`config.mk`:
```
export PLATFORM = sky130hd
export DESIGN_NAME = fdl_regs
export DESIGN_NICKNAME = d
export VERILOG_FILES = /design/src/hdl/fdl_pkg.sv /design/src/hdl/fdl_regs.sv
export SDC_FILE = /design/constraint.sdc
export NUM_CORES = 1
export LEC_CHECK = 0
export BUFFER_PORTS_ARGS = -buffer_cell sky130_fd_sc_hd__buf_2
export CORE_ASPECT_RATIO = 1.1
export CORE_UTILIZATION = 37
export DETAILED_ROUTE_END_ITERATION = 12
export GPL_TIMING_DRIVEN = 0
export PLACE_DENSITY = 0.71
export SLEW_MARGIN = 15
export SYNTH_ARGS = -nofsm -noshare
export SYNTH_HDL_FRONTEND = slang
export SYNTH_SLANG_ARGS = --single-unit
```
`constraint.sdc`:
```
create_clock -name clk_i -period 1.32 [get_ports clk_i]
set_clock_uncertainty 0.1 [all_clocks]
set_input_delay 0.264 -clock clk_i [delete_from_list [all_inputs] [get_ports clk_i]]
set_output_delay 0.264 -clock clk_i [all_outputs]
set_load 0.005 [all_outputs]
```
`src/hdl/fdl_pkg.sv`:
```
// shared constants, types and arithmetic helpers for the feedback delay line
`default_nettype none

package fdl_pkg;

  // sample and line geometry
  localparam int SampleBits   = 24;
  localparam int BufferDepth  = 4096;
  localparam int DelaySamples = 2400;
  localparam int AddrBits     = $clog2(BufferDepth);
  localparam int DelayOff     = DelaySamples % BufferDepth;

  // gains: targets Q0.16, smoothed values Q0.24
  localparam int GainBits   = 16;
  localparam int SmoothBits = 24;
  localparam int SmoothK    = 33554;
  localparam int FbMax      = 55705;
  localparam int FbReset    = 22938;
  localparam int MixReset   = 26214;

  // shared multiplier and accumulator widths
  localparam int OpBits   = 26;
  localparam int ProdBits = 2 * OpBits;
  localparam int AccBits  = ProdBits + 1;
  localparam int RndShift = 24;
  localparam int RndBits  = AccBits - RndShift;

  // register port
  localparam int NumRegs   = 2;
  localparam int PaddrBits = $clog2(NumRegs) + 2;
  localparam int PdataBits = 32;

  typedef enum logic [0:0] {
    REG_FEEDBACK = 1'b0,
    REG_MIX      = 1'b1
  } reg_idx_e;

  typedef enum logic [2:0] {
    MUL_FB_SMOOTH  = 3'd0,
    MUL_MIX_SMOOTH = 3'd1,
    MUL_FEEDBACK   = 3'd2,
    MUL_DRY        = 3'd3,
    MUL_WET        = 3'd4
  } mul_op_e;

  typedef enum logic [2:0] {
    ST_IDLE = 3'd0,
    ST_SMF  = 3'd1,
    ST_SMM  = 3'd2,
    ST_WET  = 3'd3,
    ST_WR   = 3'd4,
    ST_DRY  = 3'd5,
    ST_SUM  = 3'd6,
    ST_OUT  = 3'd7
  } fdl_state_e;

  // commands from controller to datapath
  typedef struct packed {
    logic    load_dry;
    mul_op_e mul_op;
    logic    upd_fb;
    logic    upd_mix;
    logic    write_wet;
    logic    load_acc;
    logic    add_acc;
    logic    load_out;
  } fdl_cmd_t;

  // divide by 2^24, round half away from zero
  function automatic logic signed [RndBits-1:0] rnd24(input logic signed [AccBits-1:0] v);
    logic signed [AccBits-1:0] bias;
    logic signed [AccBits-1:0] tmp;
    bias = v[AccBits-1] ? AccBits'(2 ** (RndShift - 1) - 1) : AccBits'(2 ** (RndShift - 1));
    tmp  = v + bias;
    return tmp[AccBits-1:RndShift];
  endfunction

  // clip to the signed sample range
  function automatic logic signed [SampleBits-1:0] sat_sample(
    input logic signed [RndBits-1:0] v
  );
    logic signed [RndBits-1:0] hi;
    logic signed [RndBits-1:0] lo;
    hi = RndBits'(2 ** (SampleBits - 1) - 1);
    lo = RndBits'(-(2 ** (SampleBits - 1)));
    if (v > hi) begin
      return hi[SampleBits-1:0];
    end else if (v < lo) begin
      return lo[SampleBits-1:0];
    end
    return v[SampleBits-1:0];
  endfunction

endpackage

`default_nettype wire

```
`src/hdl/fdl_regs.sv`:
```
// register port holding the feedback and mix gain targets
`default_nettype none

module fdl_regs
  import fdl_pkg::*;
(
  input  wire logic                 clk_i,
  input  wire logic                 rst_ni,
  input  wire logic                 psel,
  input  wire logic                 penable,
  input  wire logic                 pwrite,
  input  wire logic [PaddrBits-1:0] paddr,
  input  wire logic [PdataBits-1:0] pwdata,
  output logic      [PdataBits-1:0] prdata,
  output logic                      pready,
  output logic      [GainBits-1:0]  fb_tgt_o,
  output logic      [GainBits-1:0]  mix_tgt_o
);

  logic [GainBits-1:0] fb_q, fb_d;
  logic [GainBits-1:0] mix_q, mix_d;
  logic [GainBits-1:0] wval;
  reg_idx_e            idx;
  logic                wr;

  assign pready = 1'b1;
  assign idx    = reg_idx_e'(paddr[PaddrBits-1:2]);
  assign wr     = psel & penable & pwrite;
  assign wval   = pwdata[GainBits-1:0];

  // write decode, feedback target clipped to keep loop gain below one
  always_comb begin
    fb_d  = fb_q;
    mix_d = mix_q;
    if (wr) begin
      unique case (idx)
        REG_FEEDBACK: begin
          fb_d = (wval > GainBits'(FbMax)) ? GainBits'(FbMax) : wval;
        end
        REG_MIX: begin
          mix_d = wval;
        end
        default: begin
        end
      endcase
    end
  end

  always_ff @(posedge clk_i or negedge rst_ni) begin
    if (!rst_ni) begin
      fb_q  <= GainBits'(FbReset);
      mix_q <= GainBits'(MixReset);
    end else begin
      fb_q  <= fb_d;
      mix_q <= mix_d;
    end
  end

  // read mux
  always_comb begin
    unique case (idx)
      REG_FEEDBACK: prdata = {{(PdataBits-GainBits){1'b0}}, fb_q};
      REG_MIX:      prdata = {{(PdataBits-GainBits){1'b0}}, mix_q};
      default:      prdata = '0;
    endcase
  end

  assign fb_tgt_o  = fb_q;
  assign mix_tgt_o = mix_q;

endmodule

`default_nettype wire

```
==> summary.txt, run 1 <==
status = finished, violations left
violated checks = setup timing
Worst Path Max Fanout = 3
cells along the critical path = mux2_4, buf_6
fin. max-slew vios = 0
fmax = 700 MHz
worst slew pin tran = 0.699 ns
post-route ant nets = 0
Worst VDD drop = 0.820 mV
Slowest-stage cell, CP = dfstp_2
DRT Pass-1 Iters = 4
Max-Cap Viols = 0
worst slack, placed = -0.247 ns
Setup CP Type = flop to output port
ant diodes = 0
Die ar. = 4760 um^2
Warnings, synthesis = 0
Post-Syn Area = 1660 um^2
Fillers = 386
Worst-Skew Late Latency = 0.28 ns
Nets = 285
starting density of the core = 0.385
num ports = 105
DP HPWL = 2840 um
R2R Setup Slk = 0.24 ns
setup_tns = -1.60 ns
area added between synthesis and finish = 52.0%
layout cells sized above 1 = 0.650
Setup-failing EPs final = 19
RSZ-0062 raised after global routing = yes
drt via density = 4.76
Hold Fails Final Rpt = 0
Worst-path clk slew = 0.06 ns
fin area = 2520 um^2
setup slack after layout = -0.109 ns
Syn Inst Count = 137
Iteration-0 DRC Markers = 53
Final min period = 1.43 ns
final wirelength = 4280 um
largest net degree at the start of global routing = 33
Seq/Total Area, Yosys = 0.494
global-route wire length before repair = 6050 um
number of buffers added on ports = 68
Design Power = 0.00339 W
routability cong. = 0.787
max incr delay on CP = 0.55 ns
DR vias = 1428
vias in the first global route = 1257
Max clock buf depth = 2
Arr. time, crit path = 1.06 ns
WL/cell = 14.3 um
clock sinks = 32
H-tree depth = 2
Slew HR = 0.534
Mapped Avg Cell Area = 12.1 um^2
CTS tree = yes
P_leak = 1.30 nW
Die Y-Extent = 72.3 um
Placed Area = 2120 um^2
GR Overflow Total = 0
DRC viols = 0
die width = 65.9 um
initial antenna violation count = 0
Total GRT Usage = 0.171
PwrDens = 1340 nW/um^2
crit end category = output port
#FFs+latches synth = 32
Netlist cell types = 28
core area = 4320 um^2
final worst path period share = 1.08
type of the most critical hold path = input pin to flop
row cnt = 25
type of origin of the critical path = flop
CTS root buf = clkbuf_8
Worst EP required = 0.96 ns
TritonCTS Buffers = 5
## through the flow
stage | hold WS [ns] | instances | utilization
after detailed placement | 0.248 | 274 | 0.492
after CTS | 0.121 | 297 | 0.550
after global routing | 0.117 | 300 | 0.585
final | 0.131 | 300 | 0.585
after floorplan | -0.132 | 152 | -
after global placement | 0.241 | 274 | 0.492
## area by class of cell
class                           count  area [um^2]  area share
Buffer                             22          180      0.0714
Sequential cell                    32          821       0.325
Multi-Input combinational cell     95          761       0.301
Timing Repair Buffer               86          593       0.235
Tap cell                           54         67.6      0.0268
Inverter                            3         11.3     0.00446
Clock buffer                        8         90.1      0.0357
## state kept, by name (all words and copies together), names as in the netlist
register / count
fb_tgt_o: 16
mix_tgt_o: 16
## cells in the final DEF (no fill, tap or decap)
cell type	n
o21ai_0	3
clkbuf_1	2
o311a_1	1
inv_1	3
or2_2	1
buf_12	1
and3b_1	1
dfrtp_1	16
buf_2	54
mux2_2	18
o211ai_1	1
buf_6	22
nand3_1	3
buf_4	30
a31oi_1	3
mux2_4	11
nand4_1	3
conb_1	17
and4b_1	1
dlygate4sd3_1	1
o2111ai_1	1
a211o_1	1
nand2_1	12
nand4b_1	1
o22a_1	4
dfstp_2	16
a32o_1	4
and4_1	1
clkbuf_8	6
o211a_1	1
nand4_4	1
a22o_1	2
nor2_1	4
## cells by family after synthesis
| kind of cell | count (synthesis) | share of synthesized area |
|---|---|---|
| other cells | 2 | 0.00452 |
| flops | 32 | 0.494 |
| buf+inv | 25 | 0.106 |
| simple gates | 28 | 0.0950 |
| compound gates | 21 | 0.103 |
| mux | 29 | 0.197 |
## synthesized netlist by cell type, drive strengths merged
master	number	share of area
nand3	3	0.0090
mux2	29	0.20
conb	2	0.0045
o21ai	3	0.0090
o211a	1	0.0060
and4	1	0.0053
o211ai	1	0.0045
o311a	1	0.0060
o22a	4	0.021
and3b	1	0.0053
a31oi	3	0.011
nand2	12	0.027
or2	1	0.0038
and4b	1	0.0060
a211o	1	0.0053
dfstp	16	0.25
nand4	4	0.024
a22o	2	0.011
inv	3	0.0068
nor2	4	0.0090
a32o	4	0.024
buf	22	0.099
o2111ai	1	0.0053
dfrtp	16	0.24
nand4b	1	0.0053
## power by group
part           switching [W]  leakage (nW)  internal, W  total [W]
Sequential          0.000139         0.366      0.00126    0.00140
Clock               0.000339        0.0455     0.000425   0.000764
Combinational       0.000419         0.886     0.000805    0.00122
## what timing repair did
| item | 4_1_cts | 5_1_grt |
|---|---|---|
| cloned | 0 | 0 |
| endpoints found under the setup margin | 16 | 26 |
| setup buffers | 14 | 3 |
| hold endpoints to repair | 16 | 0 |
| hold buffers | 1 | 0 |
| resized for setup | 9 | 26 |
| pin swaps | 0 | 0 |
## per-layer routing
metal | part of all wire | vias up | GRT usage
met4 | 0.0063 | 0 | 0.0507
met2 | 0.53 | 48 | 0.296
met5 | 0 | - | 0
met1 | 0.41 | 695 | 0.203
met3 | 0.044 | 2 | 0.0487
li1 | - | 683 | -
## critical path, delay by kind of cell, from the launching register on
kind / cells / cell delay, ns
muxes: 1 / 0.15
buffers and inverters: 1 / 0.08
DFF: 1 / 0.55
## path summary, 6_finish.rpt
path                                   start      endpoint  depth (start not counted)
max in group asynchronous             rst_ni   fb_tgt_o[9]                          2
worst min-delay path               pwdata[9]   fb_tgt_o[9]                          2
worst min register to register   fb_tgt_o[4]   fb_tgt_o[4]                          2
min in group asynchronous             rst_ni  fb_tgt_o[13]                          2
worst max-delay path            fb_tgt_o[14]    prdata[14]                          2
worst max register to register   fb_tgt_o[3]   fb_tgt_o[3]                          4
Power figures use the tool's default switching activity.
==> run 2, diff against run 1 <==
--- a/config.mk
+++ b/config.mk
@@ -5,12 +5,12 @@
 export SDC_FILE = /design/constraint.sdc
 export NUM_CORES = 1
 export LEC_CHECK = 0
-export BUFFER_PORTS_ARGS = -buffer_cell sky130_fd_sc_hd__buf_2
+export ABC_AREA = 1
 export CORE_ASPECT_RATIO = 1.1
 export CORE_UTILIZATION = 37
 export DETAILED_ROUTE_END_ITERATION = 12
+export DONT_BUFFER_PORTS = 1
 export GPL_TIMING_DRIVEN = 0
-export PLACE_DENSITY = 0.71
 export SLEW_MARGIN = 15
 export SYNTH_ARGS = -nofsm -noshare
 export SYNTH_HDL_FRONTEND = slang
==> constraint.sdc (replaced) <==
create_clock -name clk_i -period 1.32 [get_ports clk_i]
set_clock_uncertainty 0.1 [all_clocks]
set_input_delay 0.132 -clock clk_i [delete_from_list [all_inputs] [get_ports clk_i]]
set_output_delay 0.132 -clock clk_i [all_outputs]
set_load 0.005 [all_outputs]
==> run 2 against run 1 <==
The run now ends clean. Critical endpoint is now prdata[6]. Die area increased by 6.4%. Maximum frequency increased by 16%. Via count increased by 3.3%. Clock power decreased by 2%. Sequential power increased by 4%. Global-route usage increased by 1.8 points. Sequential cell count unchanged.
==> summary.txt, run 2 <==
DRC viols = 0 (unchanged)
Post-Syn Area = 1770 um^2 (+6.6%)
dominant cells by area after synthesis = dfstp_2 (24%), dfrtp_1 (23%), nand2_1 (18%)
Setup CP Type = flop to output port
Worst EP required = 1.09 ns (+0.13 ns)
Netlist cell types = 23 (-18%)
num ports = 105 (unchanged)
most used cell, CP = nand2_1
DRT Pass-1 Iters = 5 (+1)
Worst-path clk slew = 0.06 ns (about the same)
initial antenna violation count = 0 (unchanged)
post-synth top area share = 0.238 (-0.0156)
PwrDens = 1240 nW/um^2 (-7.8%)
ant diodes = 0 (unchanged)
WL/cell = 13.9 um (-2.7%)
area added between synthesis and finish = 24.1%
Slowest-stage cell, CP = dfstp_2
Max-Cap Viols = 0 (unchanged)
post-route ant nets = 0 (unchanged)
fmax = 811 MHz (+16%)
type of the most critical hold path = input pin to flop
XOR/XNOR share of the synthesized area = 0 (unchanged)
type of origin of the critical path = flop
Arr. time, crit path = 1.00 ns (-0.06 ns)
starting density of the core = 0.383 (-0.00165)
Setup Fix Bufs, Post-CTS = 0 (-14)
Post-synth EDFFs = 0 (unchanged)
largest net degree at the start of global routing = 33 (unchanged)
Die Y-Extent = 74.5 um (+3.1%)
drt via density = 4.61 (-3.2%)
top cells by count, synth = nand2_1 (86), nor2_1 (22), buf_4 (17)
Syn Inst Count = 221 (+61%)
final wirelength = 4440 um (+3.7%)
Bufs and invs on worst path = 0 (-1)
most frequent cells in the layout = nand2_1 (86), nor2_1 (22), dlygate4sd3_1 (19)
Seq/Total Area, Yosys = 0.464 (-0.0304)
fin. max-slew vios = 0 (unchanged)
Slew HR = 0.630 (+0.0959)
TritonCTS Buffers = 5 (unchanged)
Worst VDD drop = 0.544 mV (-34%)
most frequent cell after synthesis = nand2_1
final worst path period share = 0.934 (-0.148)
commonest non-fill, non-tap cell in the layout = nand2_1
Mapped Avg Cell Area = 8.01 um^2 (-34%)
Nets = 303 (+6.3%)
Iteration-0 DRC Markers = 56 (+5.7%)
largest area contributor in the netlist = dfstp_2
Synth Area in Simple Gates = 0.288 (+0.193)
global-route wire length before repair = 6880 um (+14%)
#FFs+latches synth = 32 (unchanged)
CTS root buf = clkbuf_8
Final min period = 1.23 ns (-0.196 ns)
Setup-failing EPs final = 0 (-19)
DR vias = 1475 (+3.3%)
core area = 4620 um^2 (+7.0%)
crit end category = output port
DP HPWL = 3110 um (+9.5%)
Total GRT Usage = 0.189 (+0.0182)
cells along the critical path = nand2_1, nand2_1
H-tree depth = 2 (unchanged)
Top delay family on crit path = flip-flops
CTS tree = yes
P_leak = 1.11 nW (-14%)
ys flop type = dfstp_2
vias in the first global route = 1387 (+10%)
complex-gate fraction of the synthesized area = 0.0721 (-0.0311)
mux cell area share after synthesis = 0.0382 (-0.158)
Max clock buf depth = 2 (unchanged)
Async S/R FF share, synth = 1.00 (unchanged)
GR Overflow Total = 0 (unchanged)
Adder-Cell Fraction of Synth Area = 0 (unchanged)
Worst-Skew Late Latency = 0.27 ns (about the same)
Fillers = 466 (+21%)
number of buffers added on ports = 0 (-100%)
RSZ-0062 raised after global routing = no
routability cong. = 0.720 (-8.6%)
setup_tns = 0 ns (+1.60 ns)
clock sinks = 32 (unchanged)
row cnt = 26 (+4.0%)
worst slew pin tran = 0.555 ns (-0.144 ns)
status = finished clean
Design Power = 0.00272 W (-20%)
Hold Fails Final Rpt = 0 (unchanged)
Worst Path Max Fanout = 3 (unchanged)
largest family of logic cells by synthesized area = simple AND/OR/NAND/NOR gates
layout cells sized above 1 = 0.250 (-0.400)
Warnings, synthesis = 0 (unchanged)
die width = 67.9 um (+3.1%)
max incr delay on CP = 0.56 ns (about the same)
Die ar. = 5060 um^2 (+6.4%)
## run 2: cell count changes in the layout (fill, tap and decap cells not counted), moves of 10 or more
cell / before / now
mux2_4: 11 / 0
dlygate4sd3_1: 1 / 19
inv_1: 3 / 13
buf_4: 30 / 17
mux2_2: 18 / 6
nand2_1: 12 / 86
buf_2: 54 / 3
nor2_1: 4 / 22
buf_6: 22 / 3
## run 2: repair_timing
| action | 4_1_cts | 5_1_grt |
|---|---|---|
| gates resized for setup | 0 | 0 |
| endpoints found under the hold margin | 56 | 0 |
| hold buffers | 20 | 0 |
## run 2: path summary, 6_finish.rpt
path                                     from       endpoint  slack (ns)  cells past startpoint
worst min register to register    fb_tgt_o[1]    fb_tgt_o[1]        0.39                      2
worst max-delay path             mix_tgt_o[6]      prdata[6]        0.09                      2
worst min-delay path                pwdata[2]    fb_tgt_o[2]       0.004                      4
max in group asynchronous              rst_ni   mix_tgt_o[5]        0.66                      2
worst max register to register  mix_tgt_o[12]  mix_tgt_o[12]        0.42                      1
min in group asynchronous              rst_ni   mix_tgt_o[7]        0.22                      2
## run 2: power by group
group          internal [W]  total, W  switching, W
Combinational      0.000245  0.000519      0.000274
Sequential          0.00125   0.00145      0.000199
Clock              0.000425  0.000749      0.000325
Total               0.00192   0.00272      0.000798
## run 2: metal layers
metal	global-route usage	up-vias	routed length (um)
met3	0.0414	6	369
met2	0.318	70	2160
met1	0.232	665	1830
met5	0	-	0
met4	0.0764	0	72
li1	-	734	-
## run 2: per-stage QoR
step	setup slack (ns)	instances	hold WS [ns]	instance area [um^2]	utilization
floorplan	0.230	236	-0.264	1830	-
global placement	0.0851	292	-0.263	1900	0.410
detailed placement	0.0844	292	-0.263	1900	0.410
CTS	0.0697	320	0.00117	2200	0.475
global route	0.0232	320	0.0266	2200	0.475
finish	0.0870	320	0.00413	2200	0.475
## run 2: kinds of logic (layout without fill, tap and decap cells)
kind of cell | after synthesis | count (layout)
AND/OR/NAND/NOR | 121 | 121
buffers and inverters | 39 | 67
flip-flops | 32 | 32
AO/OA/AOI/OAI | 21 | 21
multiplexers | 6 | 6
other | 2 | 17
## run 2: layout make-up
class	count	area (um^2)	area share
Tap cell	56	70.1	0.0319
Multi-Input combinational cell	165	768	0.350
Clock buffer	8	90.1	0.0410
Inverter	14	52.6	0.0239
Buffer	25	184	0.0838
Timing Repair Buffer	20	210	0.0957
Sequential cell	32	821	0.374
