[src/hdl/fdl_pkg.sv]
// shared constants, types and arithmetic helpers for the feedback delay line
`default_nettype none

package fdl_pkg;

  // sample and line geometry
  localparam int SampleBits   = 24;
  localparam int BufferDepth  = 4096;
  localparam int DelaySamples = 2400;
  localparam int AddrBits     = $clog2(BufferDepth);
  localparam int DelayOff     = DelaySamples % BufferDepth;

  // gains: targets Q0.16, smoothed values Q0.24
  localparam int GainBits   = 16;
  localparam int SmoothBits = 24;
  localparam int SmoothK    = 33554;
  localparam int FbMax      = 55705;
  localparam int FbReset    = 22938;
  localparam int MixReset   = 26214;

  // shared multiplier and accumulator widths
  localparam int OpBits   = 26;
  localparam int ProdBits = 2 * OpBits;
  localparam int AccBits  = ProdBits + 1;
  localparam int RndShift = 24;
  localparam int RndBits  = AccBits - RndShift;

  // register port
  localparam int NumRegs   = 2;
  localparam int PaddrBits = $clog2(NumRegs) + 2;
  localparam int PdataBits = 32;

  typedef enum logic [0:0] {
    REG_FEEDBACK = 1'b0,
    REG_MIX      = 1'b1
  } reg_idx_e;

  typedef enum logic [2:0] {
    MUL_FB_SMOOTH  = 3'd0,
    MUL_MIX_SMOOTH = 3'd1,
    MUL_FEEDBACK   = 3'd2,
    MUL_DRY        = 3'd3,
    MUL_WET        = 3'd4
  } mul_op_e;

  typedef enum logic [2:0] {
    ST_IDLE = 3'd0,
    ST_SMF  = 3'd1,
    ST_SMM  = 3'd2,
    ST_WET  = 3'd3,
    ST_WR   = 3'd4,
    ST_DRY  = 3'd5,
    ST_SUM  = 3'd6,
    ST_OUT  = 3'd7
  } fdl_state_e;

  // commands from controller to datapath
  typedef struct packed {
    logic    load_dry;
    mul_op_e mul_op;
    logic    upd_fb;
    logic    upd_mix;
    logic    write_wet;
    logic    load_acc;
    logic    add_acc;
    logic    load_out;
  } fdl_cmd_t;

  // divide by 2^24, round half away from zero
  function automatic logic signed [RndBits-1:0] rnd24(input logic signed [AccBits-1:0] v);
    logic signed [AccBits-1:0] bias;
    logic signed [AccBits-1:0] tmp;
    bias = v[AccBits-1] ? AccBits'(2 ** (RndShift - 1) - 1) : AccBits'(2 ** (RndShift - 1));
    tmp  = v + bias;
    return tmp[AccBits-1:RndShift];
  endfunction

  // clip to the signed sample range
  function automatic logic signed [SampleBits-1:0] sat_sample(
    input logic signed [RndBits-1:0] v
  );
    logic signed [RndBits-1:0] hi;
    logic signed [RndBits-1:0] lo;
    hi = RndBits'(2 ** (SampleBits - 1) - 1);
    lo = RndBits'(-(2 ** (SampleBits - 1)));
    if (v > hi) begin
      return hi[SampleBits-1:0];
    end else if (v < lo) begin
      return lo[SampleBits-1:0];
    end
    return v[SampleBits-1:0];
  endfunction

endpackage

`default_nettype wire

[src/hdl/fdl_ctrl.sv]
// sequencer stepping one word through the shared multiplier
`default_nettype none

module fdl_ctrl
  import fdl_pkg::*;
(
  input  wire logic clk_i,
  input  wire logic rst_ni,
  input  wire logic in_valid_i,
  output logic      in_ready_o,
  output logic      out_valid_o,
  input  wire logic out_ready_i,
  output fdl_cmd_t  cmd_o
);

  fdl_state_e state_q, state_d;
  logic       out_valid_q, out_valid_d;

  always_ff @(posedge clk_i or negedge rst_ni) begin
    if (!rst_ni) begin
      state_q     <= ST_IDLE;
      out_valid_q <= 1'b0;
    end else begin
      state_q     <= state_d;
      out_valid_q <= out_valid_d;
    end
  end

  // next state and datapath commands
  always_comb begin
    state_d = state_q;
    cmd_o   = '{load_dry: 1'b0, mul_op: MUL_FB_SMOOTH, upd_fb: 1'b0, upd_mix: 1'b0,
                write_wet: 1'b0, load_acc: 1'b0, add_acc: 1'b0, load_out: 1'b0};
    unique case (state_q)
      ST_IDLE: begin
        if (in_valid_i) begin
          cmd_o.load_dry = 1'b1;
          state_d        = ST_SMF;
        end
      end
      ST_SMF: begin
        cmd_o.mul_op = MUL_FB_SMOOTH;
        state_d      = ST_SMM;
      end
      ST_SMM: begin
        cmd_o.upd_fb = 1'b1;
        cmd_o.mul_op = MUL_MIX_SMOOTH;
        state_d      = ST_WET;
      end
      ST_WET: begin
        cmd_o.upd_mix = 1'b1;
        cmd_o.mul_op  = MUL_FEEDBACK;
        state_d       = ST_WR;
      end
      ST_WR: begin
        cmd_o.write_wet = 1'b1;
        cmd_o.mul_op    = MUL_DRY;
        state_d         = ST_DRY;
      end
      ST_DRY: begin
        cmd_o.load_acc = 1'b1;
        cmd_o.mul_op   = MUL_WET;
        state_d        = ST_SUM;
      end
      ST_SUM: begin
        cmd_o.add_acc = 1'b1;
        state_d       = ST_OUT;
      end
      ST_OUT: begin
        // wait here until the output register is free
        if (!out_valid_q || out_ready_i) begin
          cmd_o.load_out = 1'b1;
          state_d        = ST_IDLE;
        end
      end
      default: begin
        state_d = ST_IDLE;
      end
    endcase
  end

  // output word valid flag
  always_comb begin
    if (cmd_o.load_out) begin
      out_valid_d = 1'b1;
    end else if (out_ready_i) begin
      out_valid_d = 1'b0;
    end else begin
      out_valid_d = out_valid_q;
    end
  end

  assign in_ready_o  = (state_q == ST_IDLE);
  assign out_valid_o = out_valid_q;

endmodule

`default_nettype wire

[config.mk]
export PLATFORM = sky130hd
export DESIGN_NAME = fdl_ctrl
export DESIGN_NICKNAME = d
export VERILOG_FILES = /design/src/hdl/fdl_pkg.sv /design/src/hdl/fdl_ctrl.sv
export SDC_FILE = /design/constraint.sdc
export NUM_CORES = 1
export LEC_CHECK = 0
export BUFFER_PORTS_ARGS = -buffer_cell sky130_fd_sc_hd__clkbuf_2
export CORE_AREA = 2 2 39 41
export DETAILED_ROUTE_END_ITERATION = 6
export DIE_AREA = 0 0 41 43
export REMOVE_ABC_BUFFERS = 1
export SYNTH_ARGS = -nofsm -noshare
export SYNTH_HDL_FRONTEND = slang
export SYNTH_SLANG_ARGS = --single-unit
[constraint.sdc]
create_clock -name clk_i -period 1.2 [get_ports clk_i]
set_clock_uncertainty 0.2 [all_clocks]
set_input_delay 0.12 -clock clk_i [delete_from_list [all_inputs] [get_ports clk_i]]
set_output_delay 0.12 -clock clk_i [all_outputs]
set_load 0.005 [all_outputs]
==> impl_metrics.json, run 1 <==
{
  "required_ns": 0.88,
  "yosysSeqAreaShare_pct": 32.7,
  "hpwl_um": 525,
  "post-route-period-util_pct": 124,
  "path_delay_family": "flip-flops",
  "path_buf_inv": 2,
  "fin_util_pct": 38.3,
  "power_density_nw_per_um2": 2830,
  "yosys.area_share.xor_xnor_pct": 0,
  "numCtsBuffers": 3,
  "power_leakage_nw": 0.272,
  "cts_max_path_buffers": 2,
  "antenna_found_initial": 0,
  "clkSinkCount": 4,
  "finalCriticalPeriod_ns": 1.48,
  "clk_pin_slew_worst_paths_ns": 0.04,
  "crit_slowest_cell": "dfrtp_2",
  "detail-route-antenna-nets": 0,
  "setup_viol": 13,
  "place_ws_ns": -0.107,
  "synthToLayoutAreaGrowth_pct": 73.1,
  "synth-simple-area-share_pct": 40.0,
  "muxShareOfSynthArea_pct": 0,
  "clk_latency_ns": 0.24,
  "grt-ovfl-total": 0,
  "critPathMaxStageDelay_ns": 0.44,
  "rows": 14,
  "tightest_slew_ns": 0.196,
  "rsz0062_at_grt": "true",
  "nFillCells": 146,
  "yosys-top-cells-area": "dfrtp_1, buf_4, nand2b_1, and2_1, nor2_1",
  "wl_per_cell_um": 9.94,
  "stdcell_area_um2": 531,
  "yosysTopAreaCell": "dfrtp_1",
  "wl_um": 785,
  "synthAdderAreaFrac_pct": 0,
  "antenna_cells": 0,
  "place.gp.congestion": 0.674,
  "drv_slew": 0,
  "stdcell_count": 79,
  "final_nets": 69,
  "violations": "setup timing",
  "yosysWarningCount": 0,
  "startpoint_type": "flip-flop",
  "arrival_ns": 1.16,
  "setup_ws_ns": -0.283,
  "route.detailed.drc": 0,
  "fmax_mhz": 674,
  "vias": 343,
  "crit_fanout": 7,
  "status": "complete, but fails checks",
  "hold_class": "in2async",
  "syn_inst": 37,
  "coreArea_um2": 1380,
  "synth_top_family_by_area": "simple AND/OR/NAND/NOR gates",
  "die_w_um": 41,
  "drt_iter0_drc": 6,
  "ios": 16,
  "die_height_um": 43,
  "layout-drive-gt1-share_pct": 63.5,
  "peakVddDrop_mv": 1.11,
  "maxCapViolations": 0,
  "timing.slew.headroom_pct": 86.9,
  "crit_chain": "buf_6 > nor3_4 > and2_1 > clkbuf_2",
  "first_global_vias": 268,
  "start_util_pct": 22.2,
  "die-area_um2": 1760,
  "groute.usage.overall_pct": 9.56,
  "netlist_area_um2": 307,
  "finalHoldViolations": 0,
  "placed_cell_area_um2": 413,
  "io_buffers": 15,
  "dp_cells": 70,
  "synth_area_per_cell_um2": 8.28,
  "first_pass_iters": 4,
  "synth_compound_gate_area_share_pct": 12.7,
  "cts_root_buffer": "clkbuf_4",
  "end_kind": "output port",
  "grt_max_degree": 10,
  "synth_top_area_share_pct": 32.7,
  "critPathKind": "reg2out",
  "viasPerCell": 4.34,
  "grt_pass1_wl_um": 1080,
  "synth_seq_cells": 4,
  "h-tree-depth": 1,
  "yosys.cell_types.count": 18,
  "cts_tree": "done"
}
synthesized netlist by cell type, drive strengths merged:
master,n
a21oi,4
and2,3
and3,2
buf,5
dfrtp,4
inv,1
nand2,3
nand2b,4
nand3,1
nand3b,1
nor2,5
nor3,2
o221ai,1
o22ai,1
placed cells by master, fill, tap and decap left out, drive strengths merged:
cell,netlist,final
o22ai,1,1
dfrtp,4,4
nand3,1,1
and3,2,2
a21oi,4,4
nand2,3,3
nand3b,1,1
and2,3,3
clkbuf,0,15
buf,5,14
o221ai,1,1
nor2,5,5
nor3,2,2
nand2b,4,4
inv,1,1
dlygate4sd3,0,2
cells by family (layout without fill, tap and decap cells):
kind of cell	count (synthesis)	after routing
and+or+nand+nor	21	21
DFF	4	4
buffers and inverters	6	32
AOI/OAI and AO/OA	6	6
state kept, by name, indices dropped and copies added, names as in the netlist:
signal / flops
state_q: 3
out_valid_o: 1
stage by stage:
step,TNS [ns],hold WS (ns),power [mW]
after global placement,-0.571,-0.270,1.08
after floorplan,-0.0299,-0.376,0.683
after detailed placement,-0.608,-0.268,1.09
after global routing,-3.36,0.0219,1.63
after CTS,-2.89,0.0164,1.34
final,-2.57,0.0163,1.50
final timing paths:
path	startpoint	cells after the start	to	slack, ns
worst min-delay path	rst_ni	2	out_valid_o	0.02
min in group clk_i	in_valid_i	3	state_q[0]	0.03
max in group asynchronous	rst_ni	2	state_q[0]	0.64
worst max register to register	state_q[1]	4	state_q[2]	-0.06
worst min register to register	out_valid_o	2	state_q[1]	0.36
worst max-delay path	state_q[1]	4	cmd_o[9]	-0.28
final cells by class:
| type | instances | area [um2] | share of cell area, % |
|---|---|---|---|
| tap | 16 | 20.0 | 3.77 |
| sequential | 4 | 104 | 19.6 |
| multi-input combinational | 27 | 191 | 36.1 |
| timing repair buffer | 28 | 189 | 35.6 |
| clock buffer | 3 | 22.5 | 4.25 |
| inverter | 1 | 3.75 | 0.708 |
layer usage:
metal  vias up  share of wire [%]  GRT usage, %
met5         -                  0             0
met4         0                  0          6.00
met3         0                7.9          6.28
met2        12                 49          11.9
met1       154                 43          11.7
li1        177                  -             -
what timing repair did:
| item | CTS | global route |
|---|---|---|
| hold buffers | 2 | 0 |
| cloned | 0 | 0 |
| setup buffers | 2 | 2 |
| pin swaps | 3 | 3 |
| resized for setup | 4 | 13 |
| setup endpoints to repair | 12 | 13 |
| endpoints found under the hold margin | 5 | 0 |
where the power goes:
group,switching (mW),internal (mW)
Clock,0.0584,0.112
Combinational,0.421,0.571
Sequential,0.122,0.216
Power figures use the tool's default switching activity.
==> run 2: changes to the inputs <==
Settings changed: BUFFER_PORTS_ARGS -buffer_cell sky130_fd_sc_hd__clkbuf_2 to -buffer_cell sky130_fd_sc_hd__buf_4.
==> run 2 against run 1 <==
- the run ends with hold timing, setup timing left
- hold slack lost 0.032 ns
- utilization grew 6.2 points
- critical path depth is the same
- sequential share of layout area shrank 2.7 points
- cell count grew 2.5%
- combinational power grew 26%
- critical endpoint unchanged
==> impl_metrics.json, run 2 (same netlist as run 1, synthesis figures left out) <==
{
  "status": "complete, but fails checks",
  "violations": "hold timing, setup timing",
  "end_kind": "output port",
  "critPathMaxStageDelay_ns": 0.45,
  "h-tree-depth": 1,
  "fmax_mhz": 673,
  "startpoint_type": "flip-flop",
  "cts_max_path_buffers": 2,
  "setup_ws_ns": -0.287,
  "antenna_found_initial": 0,
  "power_density_nw_per_um2": 2880,
  "rsz0062_at_grt": "true",
  "hold_class": "in2reg",
  "first_global_vias": 273,
  "io_buffers": 15,
  "rows": 14,
  "clk_latency_ns": 0.24,
  "clk_pin_slew_worst_paths_ns": 0.04,
  "rrSetupSlack_ns": -0.10,
  "timing.slew.headroom_pct": 86.0,
  "setup_viol": 15,
  "arrival_ns": 1.17,
  "top_register": "state_q",
  "die_height_um": 43,
  "grt_pass1_wl_um": 1150,
  "final_cell_mix": "buf_4, buf_6, a21oi_2",
  "drt_iter0_drc": 2,
  "viasPerCell": 4.28,
  "tns_ns": -2.93,
  "crit_chain": "buf_6 > nor3_4 > and2_1 > buf_4",
  "peakVddDrop_mv": 1.23,
  "min_to": "state_q[0]",
  "crit_fanout": 7,
  "hpwl_um": 509,
  "path_buf_inv": 2,
  "final_common_cell": "buf_4",
  "finalHoldViolations": 1,
  "groute.usage.overall_pct": 9.97,
  "tightest_slew_ns": 0.210,
  "synthToLayoutAreaGrowth_pct": 101,
  "numCtsBuffers": 3,
  "die_w_um": 41,
  "holdPathStages": 3,
  "drv_slew": 0,
  "rr_endpoint": "out_valid_o",
  "r2r_cells": 5,
  "coreArea_um2": 1380,
  "critPathKind": "reg2out",
  "maxCapViolations": 0,
  "crit_slowest_cell": "dfrtp_2",
  "hold_start": "in_valid_i",
  "grt-ovfl-total": 0,
  "required_ns": 0.88,
  "clkSinkCount": 4,
  "antenna_cells": 0,
  "nFillCells": 138,
  "r2r-start": "state_q[1]",
  "start_util_pct": 22.2,
  "timing.hold.ws_ns": -0.0158,
  "power_leakage_nw": 0.296,
  "multiInputGateArea_um2": 214,
  "final_nets": 71,
  "wl_per_cell_um": 10.0,
  "post-route-period-util_pct": 124,
  "finalPower_mw": 1.77,
  "grt_max_degree": 8,
  "finalCriticalPeriod_ns": 1.49,
  "cts_tree": "done",
  "layout.area.seq_um2": 104,
  "path_delay_family": "flip-flops",
  "cts_root_buffer": "clkbuf_4",
  "detail-route-antenna-nets": 0,
  "route.detailed.drc": 0,
  "wl_um": 814,
  "first_pass_iters": 2,
  "ios": 16,
  "largest_register_ffs": 3,
  "layout-drive-gt1-share_pct": 72.3,
  "vias": 347,
  "die-area_um2": 1760,
  "place.gp.congestion": 0.726
}
==> run 2: cell types whose count changed in the layout (fill, tap and decap cells not counted), moves of 2 or more <==
cell	before	now
buf_2	3	0
a21oi_1	2	0
buf_4	8	22
buf_6	3	6
a21oi_2	2	4
clkbuf_2	12	0
==> run 2: layout make-up <==
cell class / count / share of cell area, %
Timing Repair Buffer: 30 / 41.0
Multi-Input combinational cell: 27 / 34.7
Sequential cell: 4 / 16.8
Clock buffer: 3 / 3.65
Tap cell: 16 / 3.25
Inverter: 1 / 0.609
==> run 2: tightest hold or removal path: cells and delay by family <==
family / cells / cell delay [ns]
AOI/OAI and AO/OA: 1 / 0.13
and+or+nand+nor: 1 / 0.03
buffers and inverters: 1 / 0.10
==> run 2: how the worst max path moves through the flow <==
stage / from / to / slack [ns] / depth (start not counted)
after detailed placement: state_q[2] / cmd_o[0] / -0.12 / 3
final: state_q[1] / cmd_o[9] / -0.29 / 4
after CTS: state_q[1] / cmd_o[7] / -0.30 / 3
after global placement: state_q[1] / cmd_o[9] / -0.12 / 4
after floorplan: state_q[0] / cmd_o[0] / -0.03 / 2
after global routing: state_q[1] / cmd_o[9] / -0.35 / 4
==> run 2: metal layers <==
layer	vias up	GRT usage, %	part of all wire (%)
met5	-	0	0
met4	0	6.00	0
met3	0	4.71	6.5
met2	12	11.9	51
met1	157	14.0	42
li1	178	-	-
==> run 2: where the power goes <==
group | switching [mW] | internal [mW] | total, mW
sequential | 0.132 | 0.216 | 0.348
clock | 0.0602 | 0.112 | 0.172
combinational | 0.477 | 0.777 | 1.25
total | 0.670 | 1.11 | 1.77
==> run 2: repair_timing <==
| action | in CTS | in global routing |
|---|---|---|
| resized for setup | 6 | 20 |
| hold buffers | 2 | 0 |
| pin swaps | 1 | 2 |
| buffers inserted | 2 | 3 |
| endpoints found under the setup margin | 12 | 15 |
| endpoints found under the hold margin | 5 | 0 |
==> run 2: stage by stage <==
step	utilization [%]	setup WS (ns)	std cells	instance area [um2]
floorplan	-	-0.0299	32	265
global placement	33.1	-0.121	71	458
detailed placement	33.1	-0.119	71	458
CTS	37.7	-0.295	78	522
global route	44.6	-0.348	81	617
finish	44.6	-0.287	81	617
==> run 3: changes to the inputs <==
==> constraint.sdc (replaced) <==
create_clock -name clk_i -period 1.2 [get_ports clk_i]
set_clock_uncertainty 0.2 [all_clocks]
set_input_delay 0 -clock clk_i [delete_from_list [all_inputs] [get_ports clk_i]]
set_output_delay 0 -clock clk_i [all_outputs]
set_load 0.005 [all_outputs]
==> run 3 against run 2 <==
- the run ends with setup timing left
- maximum frequency rose by 9.1%
- sequential power rose by 3%
- clock-buffer cell count unchanged
- global-route usage grew 0.69 points
- clock power shrank 3%
- final area fell by 7.1%
- wire length is 1.5% higher
- highest routed layer unchanged
==> impl_metrics.json, run 3 (same netlist as run 1, synthesis figures left out) <==
{
  "status": "complete, but fails checks",
  "violations": "setup timing",
  "cts_max_path_buffers": 2,
  "critPathKind": "reg2out",
  "tightest_slew_ns": 0.188,
  "die_w_um": 41,
  "peakVddDrop_mv": 1.27,
  "antenna_found_initial": 0,
  "wl_per_cell_um": 10.3,
  "final_nets": 70,
  "finalHoldViolations": 0,
  "setup_ws_ns": -0.162,
  "wl_met3_um": 52,
  "viasPerCell": 4.35,
  "pwr-share-clk_pct": 10.6,
  "fmax_mhz": 734,
  "seq_power_share_pct": 22.8,
  "vias": 348,
  "hold_start": "out_valid_o",
  "drv_slew": 0,
  "crit_fanout": 7,
  "top_layer": "met3",
  "grt_max_degree": 8,
  "coreArea_um2": 1380,
  "die-area_um2": 1760,
  "hold_class": "reg2reg",
  "groute.usage.overall_pct": 10.7,
  "drt_iter0_drc": 3,
  "layout-drive-gt1-share_pct": 60.9,
  "wl_um": 826,
  "arrival_ns": 1.16,
  "rsz0062_at_grt": "true",
  "crit_slowest_cell": "dfrtp_2",
  "clk_pin_slew_worst_paths_ns": 0.04,
  "numCtsBuffers": 3,
  "r2r_cells": 4,
  "post-route-period-util_pct": 114,
  "critPathMaxStageDelay_ns": 0.45,
  "power_leakage_nw": 0.280,
  "first_global_vias": 306,
  "clkSinkCount": 4,
  "place.gp.congestion": 0.677,
  "grt-ovfl-total": 0,
  "finalPower_mw": 1.57,
  "intPower_uw": 975,
  "stdcell_count": 80,
  "detail-route-antenna-nets": 0,
  "first_pass_iters": 4,
  "setup_viol": 12,
  "route.detailed.drc": 0,
  "rr_endpoint": "state_q[1]",
  "cts_root_buffer": "clkbuf_4",
  "rrSetupSlack_ns": -0.02,
  "crit_chain": "buf_6 > nor3_4 > and2_1 > buf_4",
  "required_ns": 1.00,
  "clk_latency_ns": 0.23,
  "antenna_cells": 0,
  "hpwl_um": 505,
  "wl_met2_um": 399,
  "grt_pass1_wl_um": 1220,
  "cts_tree": "done",
  "timing.slew.headroom_pct": 87.5,
  "power_frac_comb_pct": 66.6,
  "critical_path.endpoint": "cmd_o[9]",
  "switching_power_uw": 594,
  "switching_share_pct": 37.9,
  "timing.hold.ws_ns": 0.379,
  "tns_ns": -1.31,
  "finalCriticalPeriod_ns": 1.36,
  "r2r-start": "state_q[2]",
  "maxCapViolations": 0,
  "synthToLayoutAreaGrowth_pct": 86.9,
  "dp_cells": 68,
  "power_density_nw_per_um2": 2740,
  "end_kind": "output port",
  "setup.worst_path.start": "state_q[1]",
  "h-tree-depth": 1,
  "largest_register_ffs": 3,
  "wl_met1_um": 374,
  "startpoint_type": "flip-flop",
  "start_util_pct": 22.2,
  "final_common_cell": "buf_4",
  "top_register": "state_q",
  "nFillCells": 151,
  "ios": 16,
  "die_height_um": 43,
  "rows": 14,
  "io_buffers": 15,
  "final_cell_mix": "buf_4, nor2_1, dlygate4sd3_1, buf_6"
}
run 3: cell count changes in the layout (fill, tap and decap cells not counted), moves of 2 or more:
cell and delta:
nor2_1 +2, nor2_4 -2, dlygate4sd3_1 +2, buf_6 -2, a21oi_2 -2, a21oi_1 +2
run 3: routing by layer:
layer	vias to the layer above	global-route usage, %
li1	176	-
met2	12	14.1
met3	0	4.71
met4	0	6.00
met1	160	13.9
met5	-	0
run 3: per-stage QoR:
| step | util, % | instance area, um2 | setup slack, ns |
|---|---|---|---|
| finish | 41.4 | 573 | -0.162 |
| global placement | 31.5 | 435 | -0.0308 |
| global route | 41.4 | 573 | -0.233 |
| floorplan | - | 265 | 0.0550 |
| detailed placement | 31.5 | 435 | -0.0356 |
| CTS | 40.7 | 563 | -0.177 |
run 3: power by group through the flow:
| stage | combinational, mW | sequential (mW) | clock [mW] |
|---|---|---|---|
| 2_1_floorplan | 0.320 | 0.364 | 0 |
| 3_3_place_gp | 0.758 | 0.359 | 0 |
| 3_5_place_dp | 0.764 | 0.367 | 0 |
| 4_1_cts | 1.02 | 0.354 | 0.170 |
| 5_1_grt | 1.13 | 0.373 | 0.186 |
| 6_report | 1.05 | 0.358 | 0.166 |
run 3: worst max-delay path: cells and delay by family, from the launching register on:
kind	cells	cell delay [ns]
flip-flops	1	0.45
buffers and inverters	2	0.24
AND/OR/NAND/NOR	2	0.24
run 3: worst min-delay path by stage:
stage | end | depth (start not counted)
6_report | out_valid_o | 2
5_1_grt | out_valid_o | 2
4_1_cts | state_q[1] | 2
3_5_place_dp | state_q[1] | 1
3_3_place_gp | out_valid_o | 1
2_1_floorplan | out_valid_o | 0
run 3: repair_timing:
action | CTS | global route
resized for setup | 13 | 2
hold buffers | 4 | 0
endpoints found under the hold margin | 8 | 0
pin swaps | 1 | 4
setup endpoints to repair | 12 | 13
buffers inserted | 4 | 2
run 3: layout make-up:
type | count | area [um2] | share of cell area [%]
Multi-Input combinational cell | 27 | 180 | 31.4
Sequential cell | 4 | 104 | 18.1
Tap cell | 16 | 20.0 | 3.49
Inverter | 1 | 3.75 | 0.655
Timing Repair Buffer | 29 | 243 | 42.4
Clock buffer | 3 | 22.5 | 3.93
